[config.mk]
export PLATFORM = sky130hd
export DESIGN_NAME = repeat_oneshot_interval_timer_core
export DESIGN_NICKNAME = d
export VERILOG_FILES = /design/src/design/ritm_pkg.sv /design/src/design/repeat_oneshot_interval_timer_core.sv /design/src/design/ritm_alu.sv
export SDC_FILE = /design/constraint.sdc
export NUM_CORES = 1
export LEC_CHECK = 0
export BUFFER_PORTS_ARGS = -buffer_cell sky130_fd_sc_hd__buf_2
export CELL_PAD_IN_SITES_DETAIL_PLACEMENT = 0
export CELL_PAD_IN_SITES_GLOBAL_PLACEMENT = 1
export CORE_ASPECT_RATIO = 1.2
export CORE_UTILIZATION = 47
export DETAILED_ROUTE_END_ITERATION = 8
export PLACE_DENSITY_LB_ADDON = 0.2
export SLEW_MARGIN = 30
export SYNTH_ARGS = -nofsm -noshare
export SYNTH_HDL_FRONTEND = slang
export SYNTH_SLANG_ARGS = --single-unit
[constraint.sdc]
create_clock -name clk -period 6 [get_ports clk]
set_input_delay 0.9 -clock clk [delete_from_list [all_inputs] [get_ports clk]]
set_output_delay 0.9 -clock clk [all_outputs]
set_load 0.02 [all_outputs]
[src/design/ritm_pkg.sv]
// Shared types and constants of the repeat/one-shot interval timer.
package ritm_pkg;

  localparam int TIME_BITS = 32;
  localparam int ID_BITS = 16;
  localparam int REM_W = TIME_BITS + 2;
  localparam int CFG_W = 32;
  localparam int CFG_IDX_W = 3;

  localparam logic [2:0] OP_START = 3'd0;
  localparam logic [2:0] OP_RESET = 3'd1;
  localparam logic [2:0] OP_FIRE = 3'd2;
  localparam logic [2:0] OP_TICK = 3'd3;
  localparam logic [2:0] OP_SET_ENABLE = 3'd4;

  localparam logic [CFG_IDX_W-1:0] REG_FIRST_DELAY = 3'd0;
  localparam logic [CFG_IDX_W-1:0] REG_INTERVAL = 3'd1;
  localparam logic [CFG_IDX_W-1:0] REG_REPEAT_MODE = 3'd2;
  localparam logic [CFG_IDX_W-1:0] REG_START_KEEP = 3'd3;
  localparam logic [CFG_IDX_W-1:0] REG_START_FIRE = 3'd4;
  localparam logic [CFG_IDX_W-1:0] REG_OWN_ID = 3'd5;

  localparam logic ALU_SUB = 1'b1;
  localparam logic ALU_ADD = 1'b0;

  typedef struct packed {
    logic [2:0] op;
    logic [TIME_BITS-1:0] delta;
    logic [ID_BITS-1:0] activator;
    logic enable_value;
  } in_item_t;

  typedef struct packed {
    logic [ID_BITS-1:0] event_activator;
    logic last;
  } out_item_t;

endpackage

[src/design/repeat_oneshot_interval_timer_core.sv]
// Top level of the repeat/one-shot interval timer: sequencer, state and output register.
//
// Commands arrive as items on the in channel (valid/ready): start, reset, fire,
// tick and set enable. Events leave as items on the out channel, each with the
// activator id and a last flag on the final event caused by one command.
// Configuration registers are written through cfg_we, cfg_index and cfg_data;
// the user must write them only while the block is idle; the block does not enforce it.
// A command is taken while idle and executed in the cycle after; reset and set
// enable finish there, as does start unless it fires. An armed tick with a nonzero
// delta then subtracts in the shared adder and, if the timer is due and enabled,
// produces one event per cycle while the receiver does not stall, up to MAX_CATCHUP,
// each reload from the same adder; in_ready is high only while the sequencer is idle.
// The finished event sits in an output register, so the next command can be
// taken while it waits. When the receiver stalls the sequencer holds before
// writing the next event and resumes as the register is emptied.
// Synchronous reset loads the register defaults, clears the remaining count
// and the armed flag, sets the enable and empties the output register.
module repeat_oneshot_interval_timer_core #(
  parameter int MAX_CATCHUP = 16
) (
  input  logic                                clk,
  input  logic                                rst,
  input  logic                                cfg_we,
  input  logic [ritm_pkg::CFG_IDX_W-1:0]      cfg_index,
  input  logic [ritm_pkg::CFG_W-1:0]          cfg_data,
  input  logic                                in_valid,
  output logic                                in_ready,
  input  ritm_pkg::in_item_t                  in_item,
  output logic                                out_valid,
  input  logic                                out_ready,
  output ritm_pkg::out_item_t                 out_item
);

  localparam int CNT_W = $clog2(MAX_CATCHUP + 1);
  localparam logic [CNT_W-1:0] CNT_MAX = CNT_W'(MAX_CATCHUP);

  localparam logic [1:0] ST_IDLE = 2'd0;
  localparam logic [1:0] ST_EXEC = 2'd1;
  localparam logic [1:0] ST_SUB = 2'd2;
  localparam logic [1:0] ST_EMIT = 2'd3;

  logic [ritm_pkg::TIME_BITS-1:0] first_delay;
  logic [ritm_pkg::TIME_BITS-1:0] interval;
  logic repeat_mode;
  logic start_keep;
  logic start_fire;
  logic [ritm_pkg::ID_BITS-1:0] own_id;

  logic [1:0] state;
  logic signed [ritm_pkg::REM_W-1:0] remaining;
  logic enabled;
  logic armed;
  ritm_pkg::in_item_t cmd;
  logic single;
  logic [ritm_pkg::ID_BITS-1:0] who;
  logic [CNT_W-1:0] cnt;

  logic alu_mode;
  logic [ritm_pkg::TIME_BITS-1:0] alu_operand;
  logic signed [ritm_pkg::REM_W-1:0] alu_result;
  logic signed [ritm_pkg::REM_W-1:0] load_value;
  logic slot_free;
  logic signed [ritm_pkg::REM_W-1:0] rem_next;
  logic enabled_next;
  logic last_next;
  logic start_en;

  assign alu_mode = (state == ST_SUB) ? ritm_pkg::ALU_SUB : ritm_pkg::ALU_ADD;
  assign alu_operand = (state == ST_SUB) ? cmd.delta : interval;

  ritm_alu u_alu (
    .mode    (alu_mode),
    .rem     (remaining),
    .operand (alu_operand),
    .result  (alu_result)
  );

  assign load_value = (first_delay != '0) ? $signed({2'b00, first_delay})
                                          : $signed({2'b00, interval});
  assign slot_free = !out_valid || out_ready;
  assign in_ready = (state == ST_IDLE);
  assign start_en = enabled && start_keep;

  always_comb begin
    if (single) begin
      rem_next = repeat_mode ? $signed({2'b00, interval}) : remaining;
      enabled_next = repeat_mode ? enabled : 1'b0;
      last_next = 1'b1;
    end else begin
      rem_next = repeat_mode ? alu_result : remaining;
      enabled_next = repeat_mode ? enabled : 1'b0;
      last_next = !((rem_next[ritm_pkg::REM_W-1] || rem_next == '0) && enabled_next &&
                    ((cnt + 1'b1) < CNT_MAX));
    end
  end

  always_ff @(posedge clk) begin
    if (rst) begin
      first_delay <= '0;
      interval <= '0;
      repeat_mode <= 1'b1;
      start_keep <= 1'b1;
      start_fire <= 1'b0;
      own_id <= '0;
    end else if (cfg_we) begin
      case (cfg_index)
        ritm_pkg::REG_FIRST_DELAY: first_delay <= cfg_data[ritm_pkg::TIME_BITS-1:0];
        ritm_pkg::REG_INTERVAL: interval <= cfg_data[ritm_pkg::TIME_BITS-1:0];
        ritm_pkg::REG_REPEAT_MODE: repeat_mode <= cfg_data[0];
        ritm_pkg::REG_START_KEEP: start_keep <= cfg_data[0];
        ritm_pkg::REG_START_FIRE: start_fire <= cfg_data[0];
        ritm_pkg::REG_OWN_ID: own_id <= cfg_data[ritm_pkg::ID_BITS-1:0];
        default: ;
      endcase
    end
  end

  always_ff @(posedge clk) begin
    if (rst) begin
      state <= ST_IDLE;
      remaining <= '0;
      enabled <= 1'b1;
      armed <= 1'b0;
      out_valid <= 1'b0;
      single <= 1'b0;
      cnt <= '0;
    end else begin
      if (state == ST_EMIT && slot_free) begin
        out_valid <= 1'b1;
      end else if (out_ready) begin
        out_valid <= 1'b0;
      end
      case (state)
        ST_IDLE: begin
          if (in_valid) begin
            cmd <= in_item;
            state <= ST_EXEC;
          end
        end
        ST_EXEC: begin
          state <= ST_IDLE;
          single <= 1'b1;
          cnt <= '0;
          case (cmd.op)
            ritm_pkg::OP_START: begin
              remaining <= load_value;
              armed <= 1'b1;
              enabled <= start_en;
              who <= own_id;
              if (start_fire && start_en) begin
                state <= ST_EMIT;
              end
            end
            ritm_pkg::OP_RESET: remaining <= load_value;
            ritm_pkg::OP_FIRE: begin
              who <= cmd.activator;
              state <= ST_EMIT;
            end
            ritm_pkg::OP_TICK: begin
              if (armed && cmd.delta != '0) begin
                state <= ST_SUB;
              end
            end
            ritm_pkg::OP_SET_ENABLE: enabled <= cmd.enable_value;
            default: ;
          endcase
        end
        ST_SUB: begin
          remaining <= alu_result;
          single <= 1'b0;
          who <= own_id;
          if ((alu_result[ritm_pkg::REM_W-1] || alu_result == '0) && enabled) begin
            state <= ST_EMIT;
          end else begin
            state <= ST_IDLE;
          end
        end
        ST_EMIT: begin
          if (slot_free) begin
            out_item.event_activator <= who;
            out_item.last <= last_next;
            remaining <= rem_next;
            enabled <= enabled_next;
            cnt <= cnt + 1'b1;
            if (last_next) begin
              state <= ST_IDLE;
            end
          end
        end
        default: state <= ST_IDLE;
      endcase
    end
  end

endmodule

[src/design/ritm_alu.sv]
// Shared add/subtract unit with floor saturation or zero clamp on the remaining count.
module ritm_alu (
  input  logic                             mode,
  input  logic signed [ritm_pkg::REM_W-1:0] rem,
  input  logic [ritm_pkg::TIME_BITS-1:0]   operand,
  output logic signed [ritm_pkg::REM_W-1:0] result
);

  localparam int SW = ritm_pkg::REM_W + 1;

  logic signed [SW-1:0] rem_ext;
  logic signed [SW-1:0] opd_ext;
  logic signed [SW-1:0] sum;
  logic signed [SW-1:0] floor_val;

  assign rem_ext = {rem[ritm_pkg::REM_W-1], rem};
  assign opd_ext = $signed({3'b000, operand});
  assign floor_val = $signed({2'b11, {(SW-2){1'b0}}});

  always_comb begin
    if (mode == ritm_pkg::ALU_SUB) begin
      sum = rem_ext - opd_ext;
      if (sum < floor_val) begin
        result = floor_val[ritm_pkg::REM_W-1:0];
      end else begin
        result = sum[ritm_pkg::REM_W-1:0];
      end
    end else begin
      sum = rem_ext + opd_ext;
      if (sum[SW-1]) begin
        result = '0;
      end else begin
        result = sum[ritm_pkg::REM_W-1:0];
      end
    end
  end

endmodule

Word level (Yosys, flattened, before mapping)
Index checks and enable logic that the tools add are counted.
{"block": "word_totals", "register_bits": 213, "inputBits": 92, "output_inout_bits": 19}
{"block": "op_classes", "add_sub_neg": 3, "order_cmp": 2, "n_eq_ne": 19, "n_mux": 32, "n_bitwise": 1, "n_reduce_logical": 38}
{"op": "$mux W34", "count": 8}
{"op": "$pmux W34 S3", "count": 1}
{"op": "$logic_not A34 Y1", "count": 2}
{"op": "$mux W32", "count": 2}
{"op": "$pmux W16 S2", "count": 2}
{"op": "$reduce_bool A32 Y1", "count": 2}
{"op": "$add A34 B33 Y35", "count": 1}
{"op": "$lt A35 B34 Y1 const B", "count": 1}
{"op": "$sub A34 B33 Y35", "count": 1}
{"op": "$reduce_and A2 Y1", "count": 8}
{"op": "$reduce_and A3 Y1", "count": 5}
{"op": "$eq A3 B2 Y1 const B", "count": 4}
{"op": "$mux W2", "count": 6}
{"op": "$pmux W5 S2", "count": 1}
{"op": "$eq A3 B3 Y1 const B", "count": 3}
{"op": "$ne A2 B2 Y1 const B", "count": 4}
{"op": "$pmux W2 S4", "count": 1}
{"op": "$logic_and A1 B1 Y1", "count": 7}
{"op": "$eq A3 B1 Y1 const B", "count": 2}
{"op": "$logic_not A3 Y1", "count": 2}
{"op": "$mux W1", "count": 6}
{"op": "$ne A3 B1 Y1 const B", "count": 2}
{"op": "$pmux W1 S2", "count": 3}
{"op": "$pmux W2 S3", "count": 1}
{"op": "14 further kinds", "count": 20}

Longest topological paths before layout
Gate-level depths: netlist (run 1).
{"block": "logic_depth", "word_depth": 16, "depth_mapped": 23, "mapped_depth_nobuf": 19}

By module
A second synthesis (run 1) with hierarchy kept.
{"block": "unflattened", "hier_cells": 1663, "area_unflattened_um2": 13734.4}
{"module": "repeat_oneshot_interval_timer_core", "instances": 1, "cells_each": 1055, "area_each_um2": 9536.6, "seq_area_each_um2": 5114.9}
{"module": "ritm_alu", "instances": 1, "cells_each": 608, "area_each_um2": 4197.8, "seq_area_each_um2": 0.0}

Least setup slack after synthesis (run 1)
No wires, ideal clock.
{"block": "synth_timing", "kind": "register -> register", "start": "register state[0]", "end": "register out_item[0] (netlist bit) (data pin)", "setup_ns": 0.272, "arrival_ns": 5.064, "t_required_ns": 5.728, "slack_ns": 0.665, "stages_incl_launch_ff": 21, "n_path_buf": 4, "synth_period_minus_slack_ns": 5.335, "cell_sequence": "dfxtp_1 > inv_1 > ha_1 > buf_2 > buf_1 > clkbuf_1 > mux2_2 > ha_1 > buf_2 > nand2_1 > o21a_1 > a211o_1 > a2111oi_0 > nor3_2 > xnor2_1 > o32a_1 > a2111oi_0 > nand4_1 > nor4_2 > a21oi_1 > or4_1"}
{"block": "synth_via", "elab_chain_cells": 13, "word_cells_on_any_way": 16, "classes_between": "2 x add/sub; 1 x order compare; 1 x eq/ne; 7 x mux; 5 x reduce/logical"}
{"element": "start: declaration", "line": "repeat_oneshot_interval_timer_core.sv:49", "text": "logic [1:0] state;"}
{"element": "start signal: assignment", "line": "repeat_oneshot_interval_timer_core.sv:120", "text": "state <= ST_IDLE;"}
{"element": "start signal: assignment", "line": "repeat_oneshot_interval_timer_core.sv:137", "text": "state <= ST_EXEC;"}
{"element": "start signal: assignment", "line": "repeat_oneshot_interval_timer_core.sv:141", "text": "state <= ST_IDLE;"}
{"element": "$eq A2 B2 Y1 (*)", "line": "repeat_oneshot_interval_timer_core.sv:68, repeat_oneshot_interval_timer_core.sv:69"}
{"element": "$mux W32", "line": "repeat_oneshot_interval_timer_core.sv:69", "text": "assign alu_operand = (state == ST_SUB) ? cmd.delta : interval;"}
{"element": "$sub A34 B33 Y35", "line": "ritm_alu.sv:22", "text": "sum = rem_ext - opd_ext;"}
{"element": "$lt A35 B34 Y1", "line": "ritm_alu.sv:23", "text": "if (sum < floor_val) begin"}
{"element": "$mux W34", "line": "ritm_alu.sv:23"}
{"element": "$mux W34 (*)", "line": "ritm_alu.sv:21", "text": "if (mode == ritm_pkg::ALU_SUB) begin"}
{"element": "$mux W34 (*)", "line": "repeat_oneshot_interval_timer_core.sv:90", "text": "rem_next = repeat_mode ? alu_result : remaining;"}
{"element": "$logic_not A34 Y1", "line": "repeat_oneshot_interval_timer_core.sv:92", "text": "last_next = !((rem_next[ritm_pkg::REM_W-1] || rem_next == '0) && enabled_next &&"}
{"element": "$logic_or A1 B1 Y1 (*)", "line": "repeat_oneshot_interval_timer_core.sv:92"}
{"element": "$logic_and A1 B1 Y1 (*) (2 in a row)", "line": "repeat_oneshot_interval_timer_core.sv:92"}
{"element": "$logic_not A1 Y1 (*)", "line": "repeat_oneshot_interval_timer_core.sv:92"}
{"element": "$mux W1 (*)", "line": "repeat_oneshot_interval_timer_core.sv:85", "text": "if (single) begin"}
{"element": "net last_next", "line": "repeat_oneshot_interval_timer_core.sv:65", "text": "logic last_next;"}
{"element": "end: declaration", "line": "repeat_oneshot_interval_timer_core.sv:31", "text": "output ritm_pkg::out_item_t out_item"}
Mark *: on every way through the listed nets, which the timed path passes. The rest lies on a longest branch.
A chain may end at the register's enable or synchronous reset.

Worst setup path in the final report (run 1)
Ends and elaborated chain as after synthesis.

==> impl_metrics.env, run 1 <==
export IMPL_worstPathRequired_ns=6.24
export IMPL_outcome="completed"
export IMPL_drt_pass1_iterations=8
export IMPL_wl_per_cell_um=24.4
export IMPL_die_area_um2=30200
export IMPL_worstPathArrival_ns=6.03
export IMPL_clkLatencyLatePin_ns=0.51
export IMPL_cts_path_max_buffers=3
export IMPL_htreeDepth=1
export IMPL_worstHoldPathType="reg -> reg"
export IMPL_cts_made_buffers=21
export IMPL_synth_fp_nets=1787
export IMPL_clock_sinks=213
export IMPL_drt_vias_per_instance=6.20
export IMPL_synth_compound_area_share_pct=24.6
export IMPL_grt_max_degree=71
export IMPL_grt_use_total_pct=33.9
export IMPL_layout_common_cells="nand2_1 (231), a21oi_1 (181), dfxtp_1 (128), buf_2 (109), nor2_1 (86)"
export IMPL_start_kind="flip-flop"
export IMPL_slowest_delay_ns=0.53
export IMPL_cpMaxStageDelayCell="or4_1"
export IMPL_io_pins=111
export IMPL_syn_avg_cell_area_um2=8.57
export IMPL_critPathMaxFanout=14
export IMPL_finalMaxSlewViolations=0
export IMPL_ir_drop_v=0.000303
export IMPL_ys_seq_area_share_pct=36.9
export IMPL_period_minus_slack_ns=5.79
export IMPL_chipHeight_um=190
export IMPL_timing_fmax_mhz=173
export IMPL_fin_crit_sh_pct=96.5
export IMPL_portBuffers=110
export IMPL_met3_usage_pct=3.51
export IMPL_worst_setup_path_type="reg -> reg"
export IMPL_synth_area_um2=13900
export IMPL_yosys_area_share_simple_pct=17.8
export IMPL_total_power_mw=4.57
export IMPL_layout_drive_gt1_share_pct=18.6
export IMPL_worst_pin_slew_ns=0.972
export IMPL_synth_warnings=0
export IMPL_overflow=0
export IMPL_synth_top_family_by_area="compound AO/OA/AOI/OAI gates"
export IMPL_maxCapViolations=0
export IMPL_rows=68
export IMPL_nets=1888
export IMPL_endpoint_kind="flip-flop"
export IMPL_synth_cell_types=93
export IMPL_gr_max_usage_layer="met2"
export IMPL_antenna_found_initial=0
export IMPL_chipWidth_um=159
export IMPL_synth_edf_count=85
export IMPL_synthAdderAreaFrac_pct=7.06
export IMPL_slew_headroom_pct=34.6
export IMPL_setup_viol_count_final=0
export IMPL_tns_ns=0
export IMPL_hold_viol_final=0
export IMPL_grt_first_pass_wirelength_um=77900
export IMPL_async_reset_ff_share_pct=0
export IMPL_synth_cells=1618
export IMPL_skew_ns=0.0167
export IMPL_grt_pass1_vias=12692
export IMPL_core_um2=28900
export IMPL_wirelength_um=51600
export IMPL_p_per_area_nw_per_um2=289
export IMPL_drt_drc_violations_left=0
export IMPL_muxShareOfSynthArea_pct=4.26
export IMPL_ys_dominant_reg_cell="dfxtp_1"
export IMPL_synth_xor_area_share_pct=3.47
export IMPL_post_dp_hpwl_um=40300
export IMPL_final_common_cell="nand2_1"
export IMPL_dr_first_iter_drc_count=1144
export IMPL_clk_pin_slew_ns=0.07
export IMPL_antennaDiodeCount=0
export IMPL_p_leak_nw=5.99
export IMPL_ys_ff_latch=213
export IMPL_cts_tree="yes"
export IMPL_root_buffer="clkbuf_16"
export IMPL_met1_usage_pct=44.2
export IMPL_ant_nets=0
export IMPL_grtUsageMet2_pct=55.9
export IMPL_cp_cell_sequence="inv_1 -> ha_4 -> mux2_2 -> ha_1 -> fa_1 -> a21o_1 -> a221oi_2 -> buf_4 -> o21ai_1 -> a31oi_1 -> xnor2_1 -> nor3_1 -> mux2i_1 -> a221oi_1 -> nand4_1 -> nor4_2 -> a21oi_1 -> or4_1"
export IMPL_grt_setup_unrepaired="no"
export IMPL_start_util_pct=47.9
export IMPL_vias=13122
export IMPL_syn_to_final_growth_pct=13.9
export IMPL_gp_congestion=0.992
## per-layer routing
metal | routed length (um) | vias to the layer above
li1 | - | 6147
met1 | 22300 | 6369
met2 | 23900 | 494
met3 | 2870 | 112
met4 | 2520 | 0
met5 | 0 | -
## registers in the layout (all words and copies together) (netlist names), 2 cells and up
register,cells
state,2
who,16
own_id,16
cmd,52
remaining,34
out_item,17
interval,32
cnt,5
first_delay,32
## timing repair
action / CTS / global route
hold buffers: 0 / 0
gates resized for setup: 0 / 5
setup buffers: 0 / 1
setup endpoints to repair: 0 / 3
## critical path: cells and delay by family, from the launching register on
| family | cells | cell delay [ns] |
|---|---|---|
| compound gates | 6 | 1.55 |
| simple gates | 4 | 1.37 |
| fa+ha+maj | 3 | 1.03 |
| mux | 2 | 0.59 |
| flops | 1 | 0.35 |
| buf+inv | 2 | 0.34 |
| xor+xnor | 1 | 0.27 |
## final timing paths
kind | from | to | slack (ns) | cells past startpoint
hold reg to reg | who[1] | out_item[2] | 0.42 | 0
hold / removal | who[1] | out_item[2] | 0.42 | 0
setup reg to reg | state[0] | out_item[0] | 0.21 | 18
setup / recovery | state[0] | out_item[0] | 0.21 | 18
## per-stage QoR
step	hold slack (ns)	util [%]	cells	worst slack, ns	area [um^2]
4_1_cts	0.420	54.4	2117	0.0275	15700
3_3_place_gp	0.401	51.8	2080	0.102	15000
6_report	0.419	54.6	2118	0.208	15800
2_1_floorplan	0.400	-	1618	0.665	13900
3_5_place_dp	0.408	51.8	2080	0.0625	15000
5_1_grt	0.424	54.6	2118	0.0239	15800
## cell type report
class / instances / area, um^2
clock inverters: 10 / 154
fillers: 2812 / 13100
flip-flops and latches: 213 / 5110
inverters: 93 / 355
multi-input cells: 1212 / 8000
clock buffers: 27 / 598
well taps: 385 / 482
repair buffers: 178 / 1090
## power by group
part,switching [mW],internal [mW],total [mW],leakage (nW)
combinational,0.967,0.519,1.49,3.80
clock,0.568,0.875,1.44,0.366
sequential,0.0703,1.57,1.64,1.82
## Yosys cell counts, types with 12 or more instances
master	number	area, um^2
a31oi_1	13	81.3
o211ai_1	15	113
mux2_2	48	541
ha_1	75	938
nor2_1	87	327
inv_1	85	319
nor3_1	23	115
nand4_1	16	100
o31ai_1	18	135
xnor2_1	48	420
nand3_1	34	170
o21ai_0	71	355
a221o_1	12	120
nand2_1	231	867
nor4_1	38	238
dfxtp_1	128	2560
edfxtp_1	85	2550
nor2b_1	26	163
clkbuf_1	68	255
a211oi_1	28	210
buf_2	18	90.1
a21oi_1	181	906
a221oi_1	32	280
## kinds of logic after synthesis
logic type / count (synthesis)
XOR/XNOR: 55
AND/OR/NAND/NOR: 521
AO/OA/AOI/OAI: 506
buffers and inverters: 193
multiplexers: 53
flip-flops: 213
adder cells (fa/ha/maj): 77
(Power assumes the default switching activity.)
==> run 2: changes to the inputs <==
CORE_UTILIZATION = 42   (was 47)
clock period = 5 ns   (was 6 ns; I/O delays follow)
==> run 2 against run 1 <==
Sequential power increased by 21%; cell area increased by 20%; critical path depth increased by 2; hold slack got worse by 0.022 ns; cell count increased by 15%; die area increased by 12%; global-route usage decreased by 0.60 points; register-to-register slack got worse by 0.11 ns; maximum frequency increased by 18%; critical path type unchanged; critical endpoint unchanged.
==> impl_metrics.env, run 2 (synthesis gave the netlist of run 1 again) <==
export IMPL_grt_use_total_pct=33.3
export IMPL_maxCapViolations=0
export IMPL_wl_per_cell_um=23.4
export IMPL_critPathMaxFanout=8
export IMPL_met3_wirelength_um=2940
export IMPL_met1_length_um=24000
export IMPL_grt_setup_unrepaired="yes"
export IMPL_dr_first_iter_drc_count=1188
export IMPL_layout_common_cells="buf_4 (350), nand2_1 (227), a21oi_1 (171), dfxtp_1 (126), buf_2 (109)"
export IMPL_cpMaxStageDelayCell="o41ai_2"
export IMPL_syn_to_final_growth_pct=36.7
export IMPL_post_dp_hpwl_um=44000
export IMPL_timing_fmax_mhz=204
export IMPL_io_pins=111
export IMPL_cts_tree="yes"
export IMPL_total_power_mw=6.09
export IMPL_vias=14231
export IMPL_clkLatencyLatePin_ns=0.53
export IMPL_nets=2184
export IMPL_chipWidth_um=168
export IMPL_core_um2=32300
export IMPL_ir_drop_v=0.000323
export IMPL_ctsHoldBuffers=0
export IMPL_wirelength_um=57000
export IMPL_layout_drive_gt1_share_pct=35.6
export IMPL_grt_first_pass_wirelength_um=85000
export IMPL_p_leak_nw=7.52
export IMPL_slowest_delay_ns=0.41
export IMPL_start_util_pct=42.9
export IMPL_top_layer="met5"
export IMPL_drt_drc_violations_left=0
export IMPL_skew_ns=0.0251
export IMPL_fillers=2997
export IMPL_setup_viol_count_final=0
export IMPL_fin_crit_sh_pct=98.0
export IMPL_overflow=0
export IMPL_cts_path_max_buffers=3
export IMPL_outcome="completed"
export IMPL_chipHeight_um=201
export IMPL_ant_nets=0
export IMPL_portBuffers=110
export IMPL_htreeDepth=1
export IMPL_antennaDiodeCount=0
export IMPL_tns_ns=0
export IMPL_die_area_um2=33700
export IMPL_largestRegisters="cmd: 52 flops, remaining: 34 flops"
export IMPL_period_minus_slack_ns=4.90
export IMPL_rows=72
export IMPL_grt_pass1_vias=14520
export IMPL_worstHoldPathType="in -> reg"
export IMPL_clock_sinks=213
export IMPL_gp_congestion=1.00
export IMPL_root_buffer="clkbuf_16"
export IMPL_start_kind="flip-flop"
export IMPL_top_register="cmd"
export IMPL_endpoint_kind="flip-flop"
export IMPL_route_met2_wl_um=27300
export IMPL_worst_setup_path_type="reg -> reg"
export IMPL_worstPathArrival_ns=5.15
export IMPL_cts_made_buffers=21
export IMPL_drt_vias_per_instance=5.84
export IMPL_worst_pin_slew_ns=1.00
export IMPL_cp_cell_sequence="inv_2 -> ha_4 -> buf_12 -> buf_16 -> mux2_2 -> ha_1 -> buf_4 -> buf_4 -> nand4_1 -> nor2_2 -> nand4bb_1 -> a21boi_2 -> o211a_1 -> nor2_1 -> xnor2_1 -> o41ai_2 -> a21oi_1 -> nor4_4 -> a21oi_2 -> or4_1"
export IMPL_finalMaxSlewViolations=0
export IMPL_grt_max_degree=91
export IMPL_hold_viol_final=0
export IMPL_p_per_area_nw_per_um2=321
export IMPL_drt_pass1_iterations=5
export IMPL_largest_reg_flops=52
export IMPL_worstPathRequired_ns=5.25
export IMPL_clk_pin_slew_ns=0.07
export IMPL_slew_headroom_pct=33.1
export IMPL_critPathMostFrequentCell="buf_4"
export IMPL_antenna_found_initial=2
export IMPL_final_common_cell="buf_4"
run 2: final cells by class:
cell class	instances	area [um^2]	area share, %
clock buffer	26	554	2.92
tap	407	509	2.69
clock inverter	12	98.8	0.521
inverter	93	355	1.87
multi-input combinational	1213	8910	47.0
sequential	213	5120	27.0
timing repair buffer	473	3410	18.0
run 2: path summary, 6_finish.rpt:
| kind | end | start | cells after the start | slack [ns] |
|---|---|---|---|---|
| min | cmd[12] | in_item[12] | 1 | 0.40 |
| max | out_item[0] | state[0] | 20 | 0.1 |
| max reg2reg | out_item[0] | state[0] | 20 | 0.1 |
| min reg2reg | out_item[8] | who[7] | 0 | 0.42 |
run 2: critical path: cells and delay by family, from the launching register on:
| kind | cells | cell delay (ns) |
|---|---|---|
| AND/OR/NAND/NOR | 6 | 1.38 |
| adder cells (fa/ha/maj) | 2 | 0.55 |
| flip-flops | 1 | 0.32 |
| multiplexers | 1 | 0.40 |
| XOR/XNOR | 1 | 0.17 |
| AO/OA/AOI/OAI | 5 | 1.15 |
| buffers and inverters | 5 | 0.67 |
run 2: stage by stage:
stage	utilization [%]	instances	instance area, um^2	hold slack, ns	setup slack, ns
floorplan	-	1618	13900	0.400	0.0450
global placement	52.8	2376	17100	0.402	-0.724
detailed placement	52.9	2376	17100	0.407	-0.706
CTS	56.6	2424	18300	0.381	0.000950
global route	58.6	2437	19000	0.383	-0.0750
finish	58.6	2437	19000	0.397	0.0997
run 2: where the power goes:
group          switching (mW)  internal [mW]  leakage [nW]  total [mW]
Clock                   0.698          0.848         0.317        1.55
Combinational            1.39           1.18          5.38        2.57
Sequential             0.0931           1.88          1.82        1.98
run 2: repair_timing:
item                       in CTS  in global routing
setup endpoints to repair       7                  3
setup buffers                   8                 11
pin swaps                      34                 39
gates resized for setup        79                 89
cloned                          2                  2
run 2: per-layer routing:
layer	vias up	track usage, %
met5	-	0
met4	4	14.5
met3	127	4.20
met2	430	56.7
met1	6938	42.0
li1	6732	-
==> run 3: changes to the inputs <==
CORE_UTILIZATION = 47   (was 42)
clock period = 5.6 ns   (was 5 ns; I/O delays follow)
==> run 3 against run 2 <==
Register-to-register slack gained 0.08 ns; core utilization shrank 3.1 points; total power shrank 20%; largest cell class unchanged.
==> impl_metrics.env, run 3 (synthesis gave the netlist of run 1 again) <==
export IMPL_grt_setup_unrepaired="no"
export IMPL_timing_fmax_mhz=185
export IMPL_skew_ns=0.0152
export IMPL_ff2ff_setup_slack_ns=0.18
export IMPL_reg2reg_to="out_item[0]"
export IMPL_top_register="cmd"
export IMPL_min_from="who[7]"
export IMPL_critPathMaxFanout=12
export IMPL_post_route_util_pct=55.6
export IMPL_dr_first_iter_drc_count=1155
export IMPL_cts_path_max_buffers=3
export IMPL_vias=13264
export IMPL_endpoint_kind="flip-flop"
export IMPL_final_common_cell="nand2_1"
export IMPL_layout_drive_gt1_share_pct=21.0
export IMPL_clock_sinks=213
export IMPL_ir_drop_v=0.000291
export IMPL_wirelength_um=52300
export IMPL_clkLatencyLatePin_ns=0.50
export IMPL_antenna_found_initial=0
export IMPL_io_pins=111
export IMPL_slew_headroom_pct=34.2
export IMPL_antennaDiodeCount=0
export IMPL_root_buffer="clkbuf_16"
export IMPL_wl_per_cell_um=24.3
export IMPL_largestRegisters="cmd: 52 flops, remaining: 34 flops"
export IMPL_period_minus_slack_ns=5.42
export IMPL_worstPathArrival_ns=5.65
export IMPL_portBuffers=110
export IMPL_start_util_pct=47.9
export IMPL_worst_pin_slew_ns=0.978
export IMPL_hold_viol_final=0
export IMPL_power_frac_seq_pct=35.9
export IMPL_clk_pin_slew_ns=0.06
export IMPL_min_path_cells=0
export IMPL_drt_pass1_iterations=6
export IMPL_rows=68
export IMPL_worst_setup_path_type="reg -> reg"
export IMPL_start_kind="flip-flop"
export IMPL_die_area_um2=30200
export IMPL_setup_viol_count_final=0
export IMPL_htreeDepth=1
export IMPL_ant_nets=0
export IMPL_syn_to_final_growth_pct=15.9
export IMPL_overflow=0
export IMPL_grt_first_pass_wirelength_um=78600
export IMPL_power_switching_mw=1.76
export IMPL_chipHeight_um=190
export IMPL_outcome="completed"
export IMPL_switching_share_pct=35.9
export IMPL_gp_congestion=1.00
export IMPL_pwr_share_comb_pct=35.1
export IMPL_fin_crit_sh_pct=96.8
export IMPL_tns_ns=0
export IMPL_grt_max_degree=100
export IMPL_p_per_area_nw_per_um2=304
export IMPL_r2r_start="state[0]"
export IMPL_internal_power_mw=3.13
export IMPL_cts_tree="yes"
export IMPL_grt_pass1_vias=13106
export IMPL_largest_reg_flops=52
export IMPL_worstHoldPathType="reg -> reg"
export IMPL_crit_start="state[0]"
export IMPL_p_leak_nw=6.11
export IMPL_cp_endpoint="out_item[0]"
export IMPL_finalMaxSlewViolations=0
export IMPL_core_um2=28900
export IMPL_total_power_mw=4.89
export IMPL_nets=1920
export IMPL_cts_made_buffers=21
export IMPL_ctsHoldBuffers=0
export IMPL_grt_use_total_pct=34.1
export IMPL_chipWidth_um=159
export IMPL_maxCapViolations=0
export IMPL_worstPathRequired_ns=5.83
export IMPL_p_clk_share_pct=28.9
export IMPL_reg2regPathDepth=19
export IMPL_post_dp_hpwl_um=41000
export IMPL_layout_common_cells="nand2_1 (231), a21oi_1 (181), dfxtp_1 (128), buf_2 (109), buf_4 (96)"
export IMPL_drt_vias_per_instance=6.17
export IMPL_drt_drc_violations_left=0
[run 3: cell count changes in the layout (fill, tap and decap cells not counted), moves of 7 or more]
cell,previous run,this run
ha_4,22,1
mux2_4,7,0
buf_4,350,96
mux2_2,41,48
ha_1,50,66
a21oi_1,171,181
[run 3: worst min-delay path by stage]
stage,to
6_report,out_item[8]
5_1_grt,out_item[3]
4_1_cts,out_item[15]
3_5_place_dp,out_item[8]
3_3_place_gp,out_item[7]
2_1_floorplan,out_item[10]
[run 3: routing by layer]
layer  global-route usage (%)  wire [um]  vias to the layer above
li1                         -          -                     6207
met1                     43.3      21700                     6336
met2                     57.4      24400                      571
met3                     3.84       3290                      150
met4                     17.3       2830                        0
met5                        0          0                        -
[run 3: area by class of cell]
class / count / area, um^2
fillers: 2778 / 12900
multi-input cells: 1212 / 8090
repair buffers: 210 / 1350
clock inverters: 11 / 110
inverters: 93 / 355
well taps: 385 / 482
flip-flops and latches: 213 / 5110
clock buffers: 26 / 566
[run 3: critical path: stages, from the launching register on]
cell and delay [ns]:
dfxtp_1 0.34, inv_1 0.15, ha_4 0.21, buf_6 0.19, mux2_2 0.37, ha_1 0.45, buf_4 0.18, a21oi_1 0.09
o31ai_1 0.26, a21oi_2 0.09, buf_4 0.17, a211oi_1 0.64, o221ai_1 0.30, xnor2_1 0.23, o41ai_1 0.26, a21oi_1 0.12
nor4_2 0.33, buf_4 0.17, a21oi_1 0.10, or4_1 0.51
[run 3: timing repair]
item	in CTS	in global routing
setup endpoints to repair	1	1
pin swaps	0	6
buffers inserted	0	1
gates cloned	0	1
resized for setup	7	23
hold endpoints to repair	0	0
[run 3: power by group through the flow]
stage / clock, mW / combinational, mW / sequential (mW)
after floorplan: 0 / 0.971 / 1.75
after CTS: 1.44 / 1.66 / 1.75
final: 1.42 / 1.72 / 1.76
after global placement: 0 / 1.65 / 1.79
after detailed placement: 0 / 1.64 / 1.79
after global routing: 1.49 / 1.82 / 1.76
[run 3: metrics by stage]
step / cell area (um^2) / setup slack [ns] / instances / hold WS [ns]
2_1_floorplan: 13900 / 0.265 / 1618 / 0.400
3_3_place_gp: 15200 / -0.167 / 2111 / 0.400
3_5_place_dp: 15200 / -0.134 / 2111 / 0.405
4_1_cts: 15900 / 0.0159 / 2148 / 0.415
5_1_grt: 16100 / 0.0144 / 2150 / 0.420
6_report: 16100 / 0.181 / 2150 / 0.418
